<file path="src/design/trsq_pkg.sv">
`timescale 1ns / 1ps
// Shared types and constants for the timed release sorted queue.
// No dependencies; imported by trsq_cell and timed_release_sorted_queue.
package trsq_pkg;

  localparam int unsigned QUEUE_DEPTH_DEF = 16;
  localparam int unsigned ID_W            = 8;
  localparam int unsigned TIME_W          = 16;
  localparam logic [TIME_W-1:0] TPU_RESET = 16'd100;
  localparam logic [TIME_W-1:0] TIME_MAX  = 16'hFFFF;

  localparam logic CMD_INSERT   = 1'b0;
  localparam logic CMD_TICK     = 1'b1;
  localparam logic KIND_RELEASE = 1'b0;
  localparam logic KIND_REJECT  = 1'b1;

  typedef struct packed {
    logic              command;
    logic [ID_W-1:0]   task_id;
    logic [TIME_W-1:0] arrival_time;
  } trsq_cmd_t;

  typedef struct packed {
    logic            kind;
    logic [ID_W-1:0] released_id;
    logic            last;
  } trsq_res_t;

  typedef struct packed {
    logic [ID_W-1:0]   id;
    logic [TIME_W-1:0] due;
  } trsq_entry_t;

  typedef enum logic [1:0] {
    OP_HOLD,
    OP_INSERT,
    OP_POP
  } trsq_op_t;

  typedef struct packed {
    trsq_op_t    op;
    trsq_entry_t entry;
  } trsq_ctrl_t;

  typedef enum logic {
    ST_IDLE,
    ST_RELEASE
  } trsq_state_t;

endpackage

</file>
<file path="src/design/trsq_cell.sv">
`timescale 1ns / 1ps
// One slot of the sorted queue: holds an entry and moves it to a neighbour.
// Depends on trsq_pkg.
module trsq_cell (
  input  logic                 clk,
  input  trsq_pkg::trsq_ctrl_t ctrl,
  input  logic                 valid,
  input  logic                 left_keep,
  input  trsq_pkg::trsq_entry_t left_entry,
  input  trsq_pkg::trsq_entry_t right_entry,
  output trsq_pkg::trsq_entry_t entry,
  output logic                 keep
);
  import trsq_pkg::*;

  trsq_entry_t entry_next;

  // stays put on insert when its time is equal or earlier (ties keep order)
  assign keep = valid && (entry.due <= ctrl.entry.due);

  always_comb begin
    entry_next = entry;
    unique case (ctrl.op)
      OP_INSERT: begin
        priority if (keep) entry_next = entry;
        else if (left_keep) entry_next = ctrl.entry;
        else entry_next = left_entry;
      end
      OP_POP:  entry_next = right_entry;
      OP_HOLD: entry_next = entry;
      default: entry_next = entry;
    endcase
  end

  always_ff @(posedge clk) begin
    entry <= entry_next;
  end

endmodule

</file>
<file path="src/design/timed_release_sorted_queue.sv">
`timescale 1ns / 1ps
// Top level of the timed release sorted queue: control, prescaler, time
// counter and a row of trsq_cell slots. Depends on trsq_pkg and trsq_cell.
//
//  channel  | signals                    | handshake
//  ---------+----------------------------+--------------------------------
//  command  | start, busy, item          | beat taken when start && !busy
//  result   | strobe, result             | beat valid for one cycle
//  config   | cfg_we, cfg_wdata          | written when cfg_we
//
// Insert: taken without raising busy; a reject appears the next cycle.
// Tick: prescaler and time update first, then the head slot pops one due
// entry per cycle in the release state until none is due; when nothing is
// due, the release state only checks the head and returns to idle.
// Reset clears count, prescaler and time and reloads the divisor; slots need
// no clearing. Results cannot be held off by the receiver.
module timed_release_sorted_queue #(
  parameter int unsigned QUEUE_DEPTH = trsq_pkg::QUEUE_DEPTH_DEF
) (
  input  logic                clk,
  input  logic                rst,
  input  logic                start,
  output logic                busy,
  input  trsq_pkg::trsq_cmd_t item,
  input  logic                cfg_we,
  input  logic [15:0]         cfg_wdata,
  output logic                strobe,
  output trsq_pkg::trsq_res_t result
);
  import trsq_pkg::*;

  localparam int unsigned CNT_W = $clog2(QUEUE_DEPTH + 1);
  localparam logic [CNT_W-1:0] CNT_FULL = CNT_W'(QUEUE_DEPTH);

  trsq_state_t       state, state_next;
  logic [CNT_W-1:0]  count, count_next;
  logic [TIME_W-1:0] prescale, prescale_next;
  logic [TIME_W-1:0] now, now_next;
  logic [TIME_W-1:0] ticks_per_unit;
  logic              strobe_next;
  trsq_res_t         result_next;
  trsq_ctrl_t        ctrl;

  trsq_entry_t             entries [QUEUE_DEPTH];
  logic [QUEUE_DEPTH-1:0]  keeps;
  logic [QUEUE_DEPTH-1:0]  valids;

  logic              accept;
  logic [TIME_W:0]   prescale_inc;
  logic              head_due;
  logic              next_due;

  for (genvar i = 0; i < QUEUE_DEPTH; i++) begin : g_cell
    assign valids[i] = count > CNT_W'(i);
    trsq_cell u_cell (
      .clk        (clk),
      .ctrl       (ctrl),
      .valid      (valids[i]),
      .left_keep  ((i == 0) ? 1'b1 : keeps[(i == 0) ? 0 : i-1]),
      .left_entry (entries[(i == 0) ? 0 : i-1]),
      .right_entry(entries[(i == QUEUE_DEPTH-1) ? i : i+1]),
      .entry      (entries[i]),
      .keep       (keeps[i])
    );
  end

  assign busy         = (state != ST_IDLE);
  assign accept       = start && !busy;
  assign prescale_inc = {1'b0, prescale} + {{TIME_W{1'b0}}, 1'b1};
  assign head_due     = valids[0] && (entries[0].due <= now);
  assign next_due     = valids[1] && (entries[1].due <= now);

  always_comb begin
    state_next    = state;
    count_next    = count;
    prescale_next = prescale;
    now_next      = now;
    strobe_next   = 1'b0;
    result_next   = result;
    ctrl.op       = OP_HOLD;
    ctrl.entry    = '{id: item.task_id, due: item.arrival_time};
    unique case (state)
      ST_IDLE: begin
        if (accept) begin
          if (item.command == CMD_INSERT) begin
            if (count == CNT_FULL) begin
              strobe_next = 1'b1;
              result_next = '{kind: KIND_REJECT, released_id: item.task_id, last: 1'b1};
            end else begin
              ctrl.op    = OP_INSERT;
              count_next = count + CNT_W'(1);
            end
          end else begin
            if (prescale_inc >= {1'b0, ticks_per_unit}) begin
              prescale_next = '0;
              if (now != TIME_MAX) now_next = now + TIME_W'(1);
            end else begin
              prescale_next = prescale_inc[TIME_W-1:0];
            end
            state_next = ST_RELEASE;
          end
        end
      end
      ST_RELEASE: begin
        if (head_due) begin
          ctrl.op     = OP_POP;
          count_next  = count - CNT_W'(1);
          strobe_next = 1'b1;
          result_next = '{kind: KIND_RELEASE, released_id: entries[0].id, last: !next_due};
          if (!next_due) state_next = ST_IDLE;
        end else begin
          state_next = ST_IDLE;
        end
      end
      default: state_next = ST_IDLE;
    endcase
  end

  always_ff @(posedge clk) begin
    if (rst) begin
      state          <= ST_IDLE;
      count          <= '0;
      prescale       <= '0;
      now            <= '0;
      ticks_per_unit <= TPU_RESET;
      strobe         <= 1'b0;
    end else begin
      state    <= state_next;
      count    <= count_next;
      prescale <= prescale_next;
      now      <= now_next;
      strobe   <= strobe_next;
      if (cfg_we) ticks_per_unit <= cfg_wdata;
    end
  end

  always_ff @(posedge clk) begin
    result <= result_next;
  end

  a_count_bound: assert property (@(posedge clk) disable iff (rst)
    count <= CNT_FULL)
    else $error("queue count beyond depth");

  a_reject_full: assert property (@(posedge clk) disable iff (rst)
    accept && item.command == CMD_INSERT && count == CNT_FULL
    |=> strobe && result.kind == KIND_REJECT && result.last && $stable(count))
    else $error("full insert not rejected");

  a_more_pending: assert property (@(posedge clk) disable iff (rst)
    strobe && !result.last |-> busy)
    else $error("non-final beat while idle");

  a_release_due: assert property (@(posedge clk) disable iff (rst)
    strobe && result.kind == KIND_RELEASE |-> $past(state) == ST_RELEASE)
    else $error("release outside release phase");

endmodule

</file>
<file path="config.mk">
export PLATFORM = sky130hd
export DESIGN_NAME = timed_release_sorted_queue
export DESIGN_NICKNAME = d
export VERILOG_FILES = /design/src/design/trsq_pkg.sv /design/src/design/trsq_cell.sv /design/src/design/timed_release_sorted_queue.sv
export SDC_FILE = /design/constraint.sdc
export NUM_CORES = 1
export LEC_CHECK = 0
export ABC_AREA = 1
export BUFFER_PORTS_ARGS = -buffer_cell sky130_fd_sc_hd__buf_2
export CORE_MARGIN = 2
export CORE_UTILIZATION = 58
export DETAILED_ROUTE_END_ITERATION = 10
export GPL_TIMING_DRIVEN = 0
export PLACE_DENSITY = 0.73
export SYNTH_ARGS = -nofsm -noshare
export SYNTH_HDL_FRONTEND = slang
export SYNTH_SLANG_ARGS = --single-unit
</file>
<file path="constraint.sdc">
create_clock -name clk -period 4.3 [get_ports clk]
set_input_delay 1.29 -clock clk [delete_from_list [all_inputs] [get_ports clk]]
set_output_delay 1.29 -clock clk [all_outputs]
set_load 0.005 [all_outputs]
</file>
; ---- Word level (Yosys, flattened, before mapping)
; Index checks and enable logic that the tools add are counted.
[word_totals]
regBits = 449
inputBits = 45
[op_classes]
n_reduce_logical = 42
add_sub_neg = 4
magnitude_cmp = 35
bitwise_logic = 2
mux = 71
eq_ne = 24
[op_table]
columns = cell, count
row1 = two-way mux 24 bit, 30
row2 = one-hot mux 24 bit (2 select lines), 15
row3 = less-or-equal comparator 16 bit, 18
row4 = > comparator 5 x 4 -> 1 bit (second input constant), 8
row5 = two-way mux 10 bit, 4
row6 = != test 2 bit (second input constant), 19
row7 = AND reduction 2 bit, 16
row8 = > comparator 5 x 3 -> 1 bit (second input constant), 4
row9 = two-way mux 5 bit, 4
row10 = one-hot mux 10 bit (2 select lines), 1
row11 = logical AND 1 bit, 19
row12 = adder 16 x 1 -> 17 bit (second input constant), 1
row13 = >= comparator 17 x 16 -> 1 bit, 1
row14 = adder 16 x 1 -> 16 bit (second input constant), 1
row15 = two-way mux 16 bit, 1
row16 = != test 16 bit (second input constant), 1
row17 = two-way mux 1 bit, 11
row18 = > comparator 5 x 1 -> 1 bit (second input constant), 2
row19 = > comparator 5 x 2 -> 1 bit (second input constant), 2
row20 = one-hot mux 5 bit (2 select lines), 1
row21 = AND reduction 4 bit, 2
row22 = adder 5 x 1 -> 5 bit (second input constant), 1
row23 = == test 5 bit (second input constant), 1
row24 = AND reduction 5 bit, 1
row25 = other kinds (11), 14

; ---- Logic depth before layout (Yosys ltp)
; Gate-level depths: netlist (run 1).
[logic_depth]
word_depth = 8
depth_mapped = 19
ltp_nobuf = 18

; ---- Modules after synthesis
; A second synthesis (run 1) with hierarchy kept.
[hier_totals]
hier_cells = 4004
area_unflattened_um2 = 31669.1
[modules_own_cells]
columns = mod, area_per_inst_um2, n_inst, cells_per_inst
row1 = trsq_cell, 1685.4, 16, 209
row2 = timed_release_sorted_queue, 4703.3, 1, 660

; ---- Worst setup path before layout (run 1)
; OpenSTA, ideal clock, no wires.
[synth_timing]
kind = input -> register
from = input port item[3] (netlist name)
to = register g_cell[15].u_cell.entry[0] (netlist name) (enable)
t_required_ps = 3887
t_arrival_ps = 4067
setup_slack_ps = -180
setup_time_ps = 413
stages = 11
cell_sequence = inv_1 > clkbuf_1 > ha_1 > nand2_1 > o21ai_0 > nand2_1 > o211ai_1 > nand2_1 > o211ai_1 > nand2_1 > a21oi_1
[synth_via]
elab_chain_len = 4
[synth_rtl]
columns = item, line
row1 = start: declaration, timed_release_sorted_queue.sv:24  ; input trsq_pkg::trsq_cmd_t item,
row2 = less-or-equal comparator 16 bit, trsq_cell.sv:19  ; assign keep = valid && (entry.due <= ctrl.entry.due);
row3 = logical AND 1 bit, trsq_cell.sv:19
row4 = NOT 1 bit (no source line), --
row5 = AND reduction 2 bit (no source line), --
row6 = end signal: assignment, trsq_cell.sv:36  ; entry <= entry_next;
row7 = end: declaration, trsq_cell.sv:11  ; output trsq_pkg::trsq_entry_t entry,
; No other way between the ends.
; A chain may end at the register's enable or synchronous reset.

; ---- Final worst setup path (run 1)
[layout_timing]
from = input port item[9] (netlist name)
to = register g_cell[12].u_cell.entry[6] (netlist name) (enable)
[layout_via]
elab_chain_len = 4
[layout_rtl]
columns = item, line
row1 = less-or-equal comparator 16 bit, trsq_cell.sv:19
row2 = logical AND 1 bit, trsq_cell.sv:19
row3 = != test 2 bit (no source line), --
row4 = AND reduction 2 bit (no source line), --
row5 = end signal: assignment, trsq_cell.sv:36
row6 = end: declaration, trsq_cell.sv:11
; No other way between the ends.

==> results of run 1 <==
layer usage:
layer / wire length (um) / share of wire
met1: 40040 / 0.41
met4: 5122 / 0.052
met2: 45400 / 0.46
met3: 8161 / 0.083
met5: 0 / 0
power groups by stage:
stage	registers, W	logic (W)	clock network, W
floorplan	0.00527	0.00142	0
global placement	0.00533	0.00198	0
detailed placement	0.00533	0.00205	0
CTS	0.00524	0.00208	0.00438
global route	0.00526	0.00237	0.00454
finish	0.00524	0.00213	0.00438
worst max-delay path, delay by kind of cell:
family,cells,cell delay (ns)
AND/OR/NAND/NOR,7,1.10
adder cells (fa/ha/maj),1,0.26
buffers and inverters,4,1.44
AO/OA/AOI/OAI,2,0.25
state kept, by name, summed over array words and instances, names as in the netlist:
signal	flops
result	10
prescale	16
busy	1
now	16
g_cell.u_cell.entry	384
strobe	1
count	5
ticks_per_unit	16
final cells by class:
type	instances	area share
plain buffers	211	0.02974
clock buffers	62	0.03938
diodes	1	0.00007307
inverters	474	0.05203
repair buffers	63	0.01366
well taps	688	0.02514
clock inverters	35	0.008147
flip-flops and latches	449	0.3776
multi-input cells	2814	0.4542
Yosys cell counts, drive strengths merged (6+ instances only):
master and n:
dfxtp 55, nor3 31, nand4 32, a21oi 199
inv 473, nor2 113, xor2 26, a21o 11
buf 104, clkbuf 107, edfxtp 394, o21ai 345
ha 311, nand3 736, xnor2 6, nand2 979
through the flow:
step | instance area [um^2] | util | total power (W) | TNS, ns
3_5_place_dp | 32500 | 0.6148 | 0.007386 | -433.74
4_1_cts | 34190 | 0.6467 | 0.01169 | 0
5_1_grt | 34240 | 0.6478 | 0.01217 | 0
2_1_floorplan | 31150 | - | 0.006692 | 0
3_3_place_gp | 32290 | 0.6108 | 0.007303 | -1118.51
6_report | 34250 | 0.6478 | 0.01176 | 0
path summary, 6_finish.rpt:
path / to / cells past startpoint / slack, ns
worst max register to register: g_cell[2].u_cell.entry[1] / 11 / 0.90
worst max-delay path: g_cell[12].u_cell.entry[6] / 14 / 0.16
worst min-delay path: ticks_per_unit[13] / 2 / 0.47
worst min register to register: ticks_per_unit[13] / 2 / 0.47
repair_timing:
action	CTS	global route
buffers inserted	0	0
setup endpoints to repair	360	254
gates resized for setup	24	22
kinds of logic after synthesis:
| logic type | Yosys count | share of synthesized area |
|---|---|---|
| buffers and inverters | 685 | 0.08825 |
| adders and majority gates | 311 | 0.1249 |
| and+or+nand+nor | 1903 | 0.2672 |
| DFF | 449 | 0.4152 |
| AOI/OAI and AO/OA | 568 | 0.09544 |
| xor gates and xnor gates | 32 | 0.008997 |
==> run summary, run 1 <==
Status: completed
CP required: 4.58 ns
Most frequent CP cell: nand2_1
DIE WIDTH: 235.7 um
Congestion Overflow GR: 0
Detailed-route DRC error count: 0
Fmax: 241.3 MHz
Area occupied by multi-input gates: 0.01555 mm^2
Final net count: 4421
Clock sink count: 449
Met3 usage: 0.04761
Tmin final: 4.145 ns
Commonest non-fill, non-tap cells in the layout: 955 x nand2_1, 734 x nand3_1, 461 x inv_1
Critical path's slowest cell: buf_4
Synth Warn #: 0
Combinational Power Share: 0.181
Sw Pwr: 0.003533 W
All-Layer GR Usage: 0.3479
Cell variety after synth: 44
Post-Syn Area: 0.03115 mm^2
First-pass GRT wire length: 150000 um
Slowest cell delay on critical path: 0.57 ns
RSZ-0062 raised after global routing: false
DR iter-0 viols: 3084
Initial Util: 0.5892
P_leak: 15.97 nW
Worst setup SP type: primary input
Rows: 84
Vias/cell: 5.989
Fin Clk Skew: 0.03071 ns
Register area: 0.01293 mm^2
Reg power frac: 0.446
Peak VDD IR: 362.1 uV
Max-Cap Viols: 0
Initial antenna violation count: 2
Crit-path max FO: 25
Layout fillers: 4687
Die area: 0.05558 mm^2
Htree depth: 2
Most common cell after layout, fill and taps aside: nand2_1
Post-DRT Antenna Nets: 0
Yosys top cell area share: 0.3798
GPL Wtd Cong: 0.9427
Post-Route WL: 98720 um
Slew margin rel.: 0.2992
Synth Instances: 3948
Area leader, netlist: edfxtp_1
EDFF count, synth: 394
CTS tree: yes
Grt met2 use: 0.5741
Core area: 0.05287 mm^2
Critical path arrival: 4.43 ns
Power Dens Cells: 343.3 mW/mm^2
Top FF cell, synth: edfxtp_1
Largest net degree at the start of global routing: 26
Post-DP HPWL: 74510 um
Worst hold start: ticks_per_unit[13]
Clock root buffer: clkbuf_16
Setup ws final: 0.1550 ns
DR WL/cell: 20.58 um
Max Root-Sink Buffers: 3
Synth top area cells: edfxtp_1 38%, ha_1 12%, nand3_1 12%
Synth Register Bits: 449
Worst-Skew Late Latency: 0.63 ns
Vias in the first global route: 26627
Worst setup EP type: flip-flop
Layout cells sized above 1: 0.07692
Placed Cells: 4699
Post-cts hold buffer count: 0
Met1 Track Usage GR: 0.4532
Drt pass-1 iters: 6
Net Count, Synth: 4304
Async set or reset register ratio after synthesis: 0
Hold Slack: 0.4673 ns
Vias: 28729
Crit path kind: in2reg
Avg Synthesized Cell Area: 7.890 um^2
Top Usage Layer GRT: met2
Clock power frac: 0.373
IO Count: 57
Worst-Margin Slew: 1.051 ns
Sw Share: 0.3005
Area Overhead vs Synth: 9.941%
CTS buffer count: 52
Final Setup Violations: 0
Crit path cell chain: buf_2 -> inv_1 -> buf_4 -> ha_1 -> a21o_1 -> nand3_1 -> a21oi_1 -> nor2_1 -> nand2_1 -> nand2_1 -> nand2_1 -> clkbuf_1 -> nand2_1 -> nand2_4
Reg clk slew, reported paths: 0.06 ns
Worst min path class: reg2reg
PortBufs: 55
Die H: 235.7 um
Post-synthesis sequential area ratio: 0.4152
Dpl ws: -1.114 ns
Pint: 0.008224 W
Fin. Hold Viols: 0
Setup crit start: item[9]
Final period util: 0.9639
Worst reg2reg path startpoint: now[9]
Final std cells w/o fill: 4797
Final slew viol count: 0
No activity file was read; power rests on OpenSTA's default activity.
==> run 2, diff against run 1 <==
- ABC_AREA: 1 -> 0
- CORE_UTILIZATION: 58 -> 59
- PLACE_DENSITY: 0.73 -> 0.74
==> run 2 against run 1 <==
- global-route usage rose by 1.4 points
- clock-buffer cell count rose by 13
- register-to-register slack got worse by 0.76 ns
- worst setup slack got worse by 0.085 ns
- clock power rose by 2%
- sequential power barely moved
==> run summary, run 2 <==
Drt pass-1 iters: 8 (+2)
Critical path's slowest cell: or4_1
CTS buffer count: 52 (unchanged)
Worst hold start: prescale[1]
First-pass GRT wire length: 164300 um (+9.5%)
Worst setup EP type: flip-flop
Final net count: 3762 (-15%)
Critical path arrival: 4.59 ns (+0.16 ns)
Vias in the first global route: 28988 (+8.9%)
Most common cell in the netlist: nand2_1
Largest register FFs: 384 (unchanged)
Area leader, netlist: edfxtp_1
Synth top area cells: edfxtp_1 35%, mux2_2 12%, ha_1 12%
Most common cell after layout, fill and taps aside: edfxtp_1
Placed Cells: 4074 (-13%)
Largest net degree at the start of global routing: 25 (-3.8%)
Synth Warn #: 0 (unchanged)
IO Count: 57 (unchanged)
Layout cells sized above 1: 0.1969 (+0.1199)
Fin. Hold Viols: 0 (unchanged)
GPL Wtd Cong: 1.006 (+6.7%)
Max Used Layer: met4
Post-Route WL: 109600 um (+11%)
Worst min path class: reg2reg
Crit path cell chain: buf_2 -> clkinv_8 -> ha_1 -> nand4_1 -> or4_1 -> a21oi_2 -> a211oi_2 -> and2_1 -> clkbuf_1 -> buf_2 -> a221o_1 -> mux2_4
Top cells by count, synth: 395 x nand2_1, 394 x edfxtp_1, 350 x mux2_2, 311 x ha_1, 186 x nand3_1
Congestion Overflow GR: 0 (unchanged)
Crit path kind: in2reg
Metal3 WL: 10150 um (+24%)
Worst reg2reg path startpoint: now[15]
Post-Syn Area: 0.03340 mm^2 (+7.2%)
Detailed-route DRC error count: 0 (unchanged)
Status: completed
All-Layer GR Usage: 0.3621 (+0.01418)
Met2 Routed Length: 51310 um (+13%)
Reg clk slew, reported paths: 0.06 ns (about the same)
Yosys top cell area share: 0.3543 (-0.02554)
Tmin final: 4.230 ns (+0.08534 ns)
Peak VDD IR: 299.9 uV (-17%)
FF-to-FF path depth: 11 (unchanged)
Slowest cell delay on critical path: 0.62 ns (+0.05 ns)
CTS tree: yes
Crit-path max FO: 24 (-4.0%)
Final slew viol count: 0 (unchanged)
Placed inst area: 0.03472 mm^2 (+6.8%)
Fmax: 236.4 MHz (-2.0%)
Post-DRT Antenna Nets: 0 (unchanged)
Net Count, Synth: 3619 (-16%)
Post-cts hold buffer count: 0 (unchanged)
Htree depth: 2 (unchanged)
Avg Synthesized Cell Area: 10.23 um^2 (+30%)
Commonest non-fill, non-tap cells in the layout: 394 x edfxtp_1, 386 x nand2_1, 350 x mux2_2
Cell variety after synth: 74 (+68%)
Initial Util: 0.5946 (+0.005334)
Clock root buffer: clkbuf_16
Final Setup Violations: 0 (unchanged)
Vias/cell: 6.822 (+14%)
Max-Cap Viols: 0 (unchanged)
Crit path buf inv count: 4 (unchanged)
Async set or reset register ratio after synthesis: 0 (unchanged)
Layout fillers: 4408 (-6.0%)
Most frequent CP cell: buf_2
EDFF count, synth: 394 (unchanged)
DIE WIDTH: 241.9 um (+2.6%)
Worst Hold Path EP: prescale[1]
Power Total: 0.01193 W (+1.5%)
Post-DP HPWL: 84340 um (+13%)
PortBufs: 54 (-1.8%)
Worst-Margin Slew: 1.167 ns (+0.1161 ns)
Top reg by flops: g_cell.u_cell.entry
FF-to-FF End: g_cell[10].u_cell.entry[6]
Rows: 87 (+3.6%)
Worst-Skew Late Latency: 0.63 ns (about the same)
Post-synthesis sequential area ratio: 0.3872 (-0.02792)
R2R setup slack: 0.14 ns (-0.76 ns)
Die H: 241.9 um (+2.6%)
Delay-heaviest family, CP: simple AND/OR/NAND/NOR gates
DR WL/cell: 26.07 um (+27%)
Hold Path Depth: 2 (unchanged)
Final std cells w/o fill: 4205 (-12%)
Clock sink count: 449 (unchanged)
Power Dens Cells: 321.9 mW/mm^2 (-6.2%)
Worst setup SP type: primary input
P_leak: 14.40 nW (-9.8%)
WL met1: 40310 um (+0.67%)
Fin Clk Skew: 0.01882 ns (-0.01189 ns)
Area Overhead vs Synth: 11.01%
Final instance area: 0.03707 mm^2 (+8.3%)
Top FF cell, synth: edfxtp_1
Core area: 0.05617 mm^2 (+6.2%)
Ant diodes: 0 (-1)
Synth Register Bits: 449 (unchanged)
CP required: 4.66 ns (+0.08 ns)
Die area: 0.05852 mm^2 (+5.3%)
Vias: 28686 (-0.15%)
Slew margin rel.: 0.2115 (-0.08765)
Synth Instances: 3263 (-17%)
Max Root-Sink Buffers: 3 (unchanged)
DR iter-0 viols: 2865 (-7.1%)
Final period util: 0.9838 (+0.01985)
Initial antenna violation count: 0 (-2)
-- run 2: changes by cell type after synthesis, moves of 67 or more --
cell	delta
o21ai_0	-100
mux2_2	+350
o21ai_1	-74
a221o_1	+87
mux2i_1	+179
nand3_1	-548
clkbuf_1	+68
nand2_1	-575
inv_1	-372
o31ai_1	+67
-- run 2: final cells by class --
cell class,count,area (um^2),share of cell area
plain buffers,241,1032,0.02784
clock buffers,75,1496,0.04036
clock inverters,22,178.9,0.004826
inverters,105,501.7,0.01353
multi-input cells,2471,19430,0.5240
flip-flops and latches,449,12930,0.3488
well taps,756,945.9,0.02551
repair buffers,86,558.0,0.01505
-- run 2: cells by family (layout without fill, tap and decap cells) --
kind of cell               after synthesis  after routing  share of synthesized area
xor gates and xnor gates                15             15                   0.003934
adders and majority gates              311            311                     0.1165
buffers and inverters                  351            529                    0.04237
and+or+nand+nor                        865            867                     0.1198
muxes                                  549            549                     0.1804
DFF                                    449            449                     0.3872
AOI/OAI and AO/OA                      723            729                     0.1497
-- run 2: report_power, final --
group / switching (W) / internal, W
registers: 0.000207 / 0.00506
clock network: 0.00189 / 0.00258
logic: 0.00131 / 0.000889
total: 0.00341 / 0.00853
-- run 2: worst max-delay path by stage --
stage | depth (start not counted) | to | startpoint
2_1_floorplan | 10 | g_cell[2].u_cell.entry[0] | item[15]
3_3_place_gp | 11 | g_cell[2].u_cell.entry[10] | item[15]
3_5_place_dp | 11 | g_cell[2].u_cell.entry[8] | item[15]
4_1_cts | 11 | g_cell[11].u_cell.entry[20] | item[12]
5_1_grt | 13 | now[14] | prescale[0]
6_report | 12 | g_cell[1].u_cell.entry[8] | item[15]
-- run 2: worst min-delay path, cell delays in order, from the launching register on --
cell	delay, ns
dfxtp_1	0.32
nand2_1	0.06
a21oi_1	0.05
-- run 2: per-stage QoR --
step / utilization / TNS [ns] / hold WS [ns] / worst slack [ns]
finish: 0.6600 / 0 / 0.4799 / 0.06967
floorplan: - / 0 / 0.4440 / 0.03394
detailed placement: 0.6182 / -865.20 / 0.4719 / -1.924
global placement: 0.6176 / -826.01 / 0.4508 / -1.833
global route: 0.6600 / -0.01671 / 0.4960 / -0.01671
CTS: 0.6565 / 0 / 0.4797 / 0.008383
-- run 2: what timing repair did --
action,in CTS,in global routing
endpoints found under the setup margin,701,444
setup buffers,20,11
pin swaps,11,7
resized for setup,66,39
cloned,7,1
-- run 2: layer usage --
layer | vias to the layer above | track usage
met1 | 13695 | 0.4223
met4 | 0 | 0.2315
met5 | - | 0
li1 | 12821 | -
met2 | 1660 | 0.6082
met3 | 510 | 0.07577
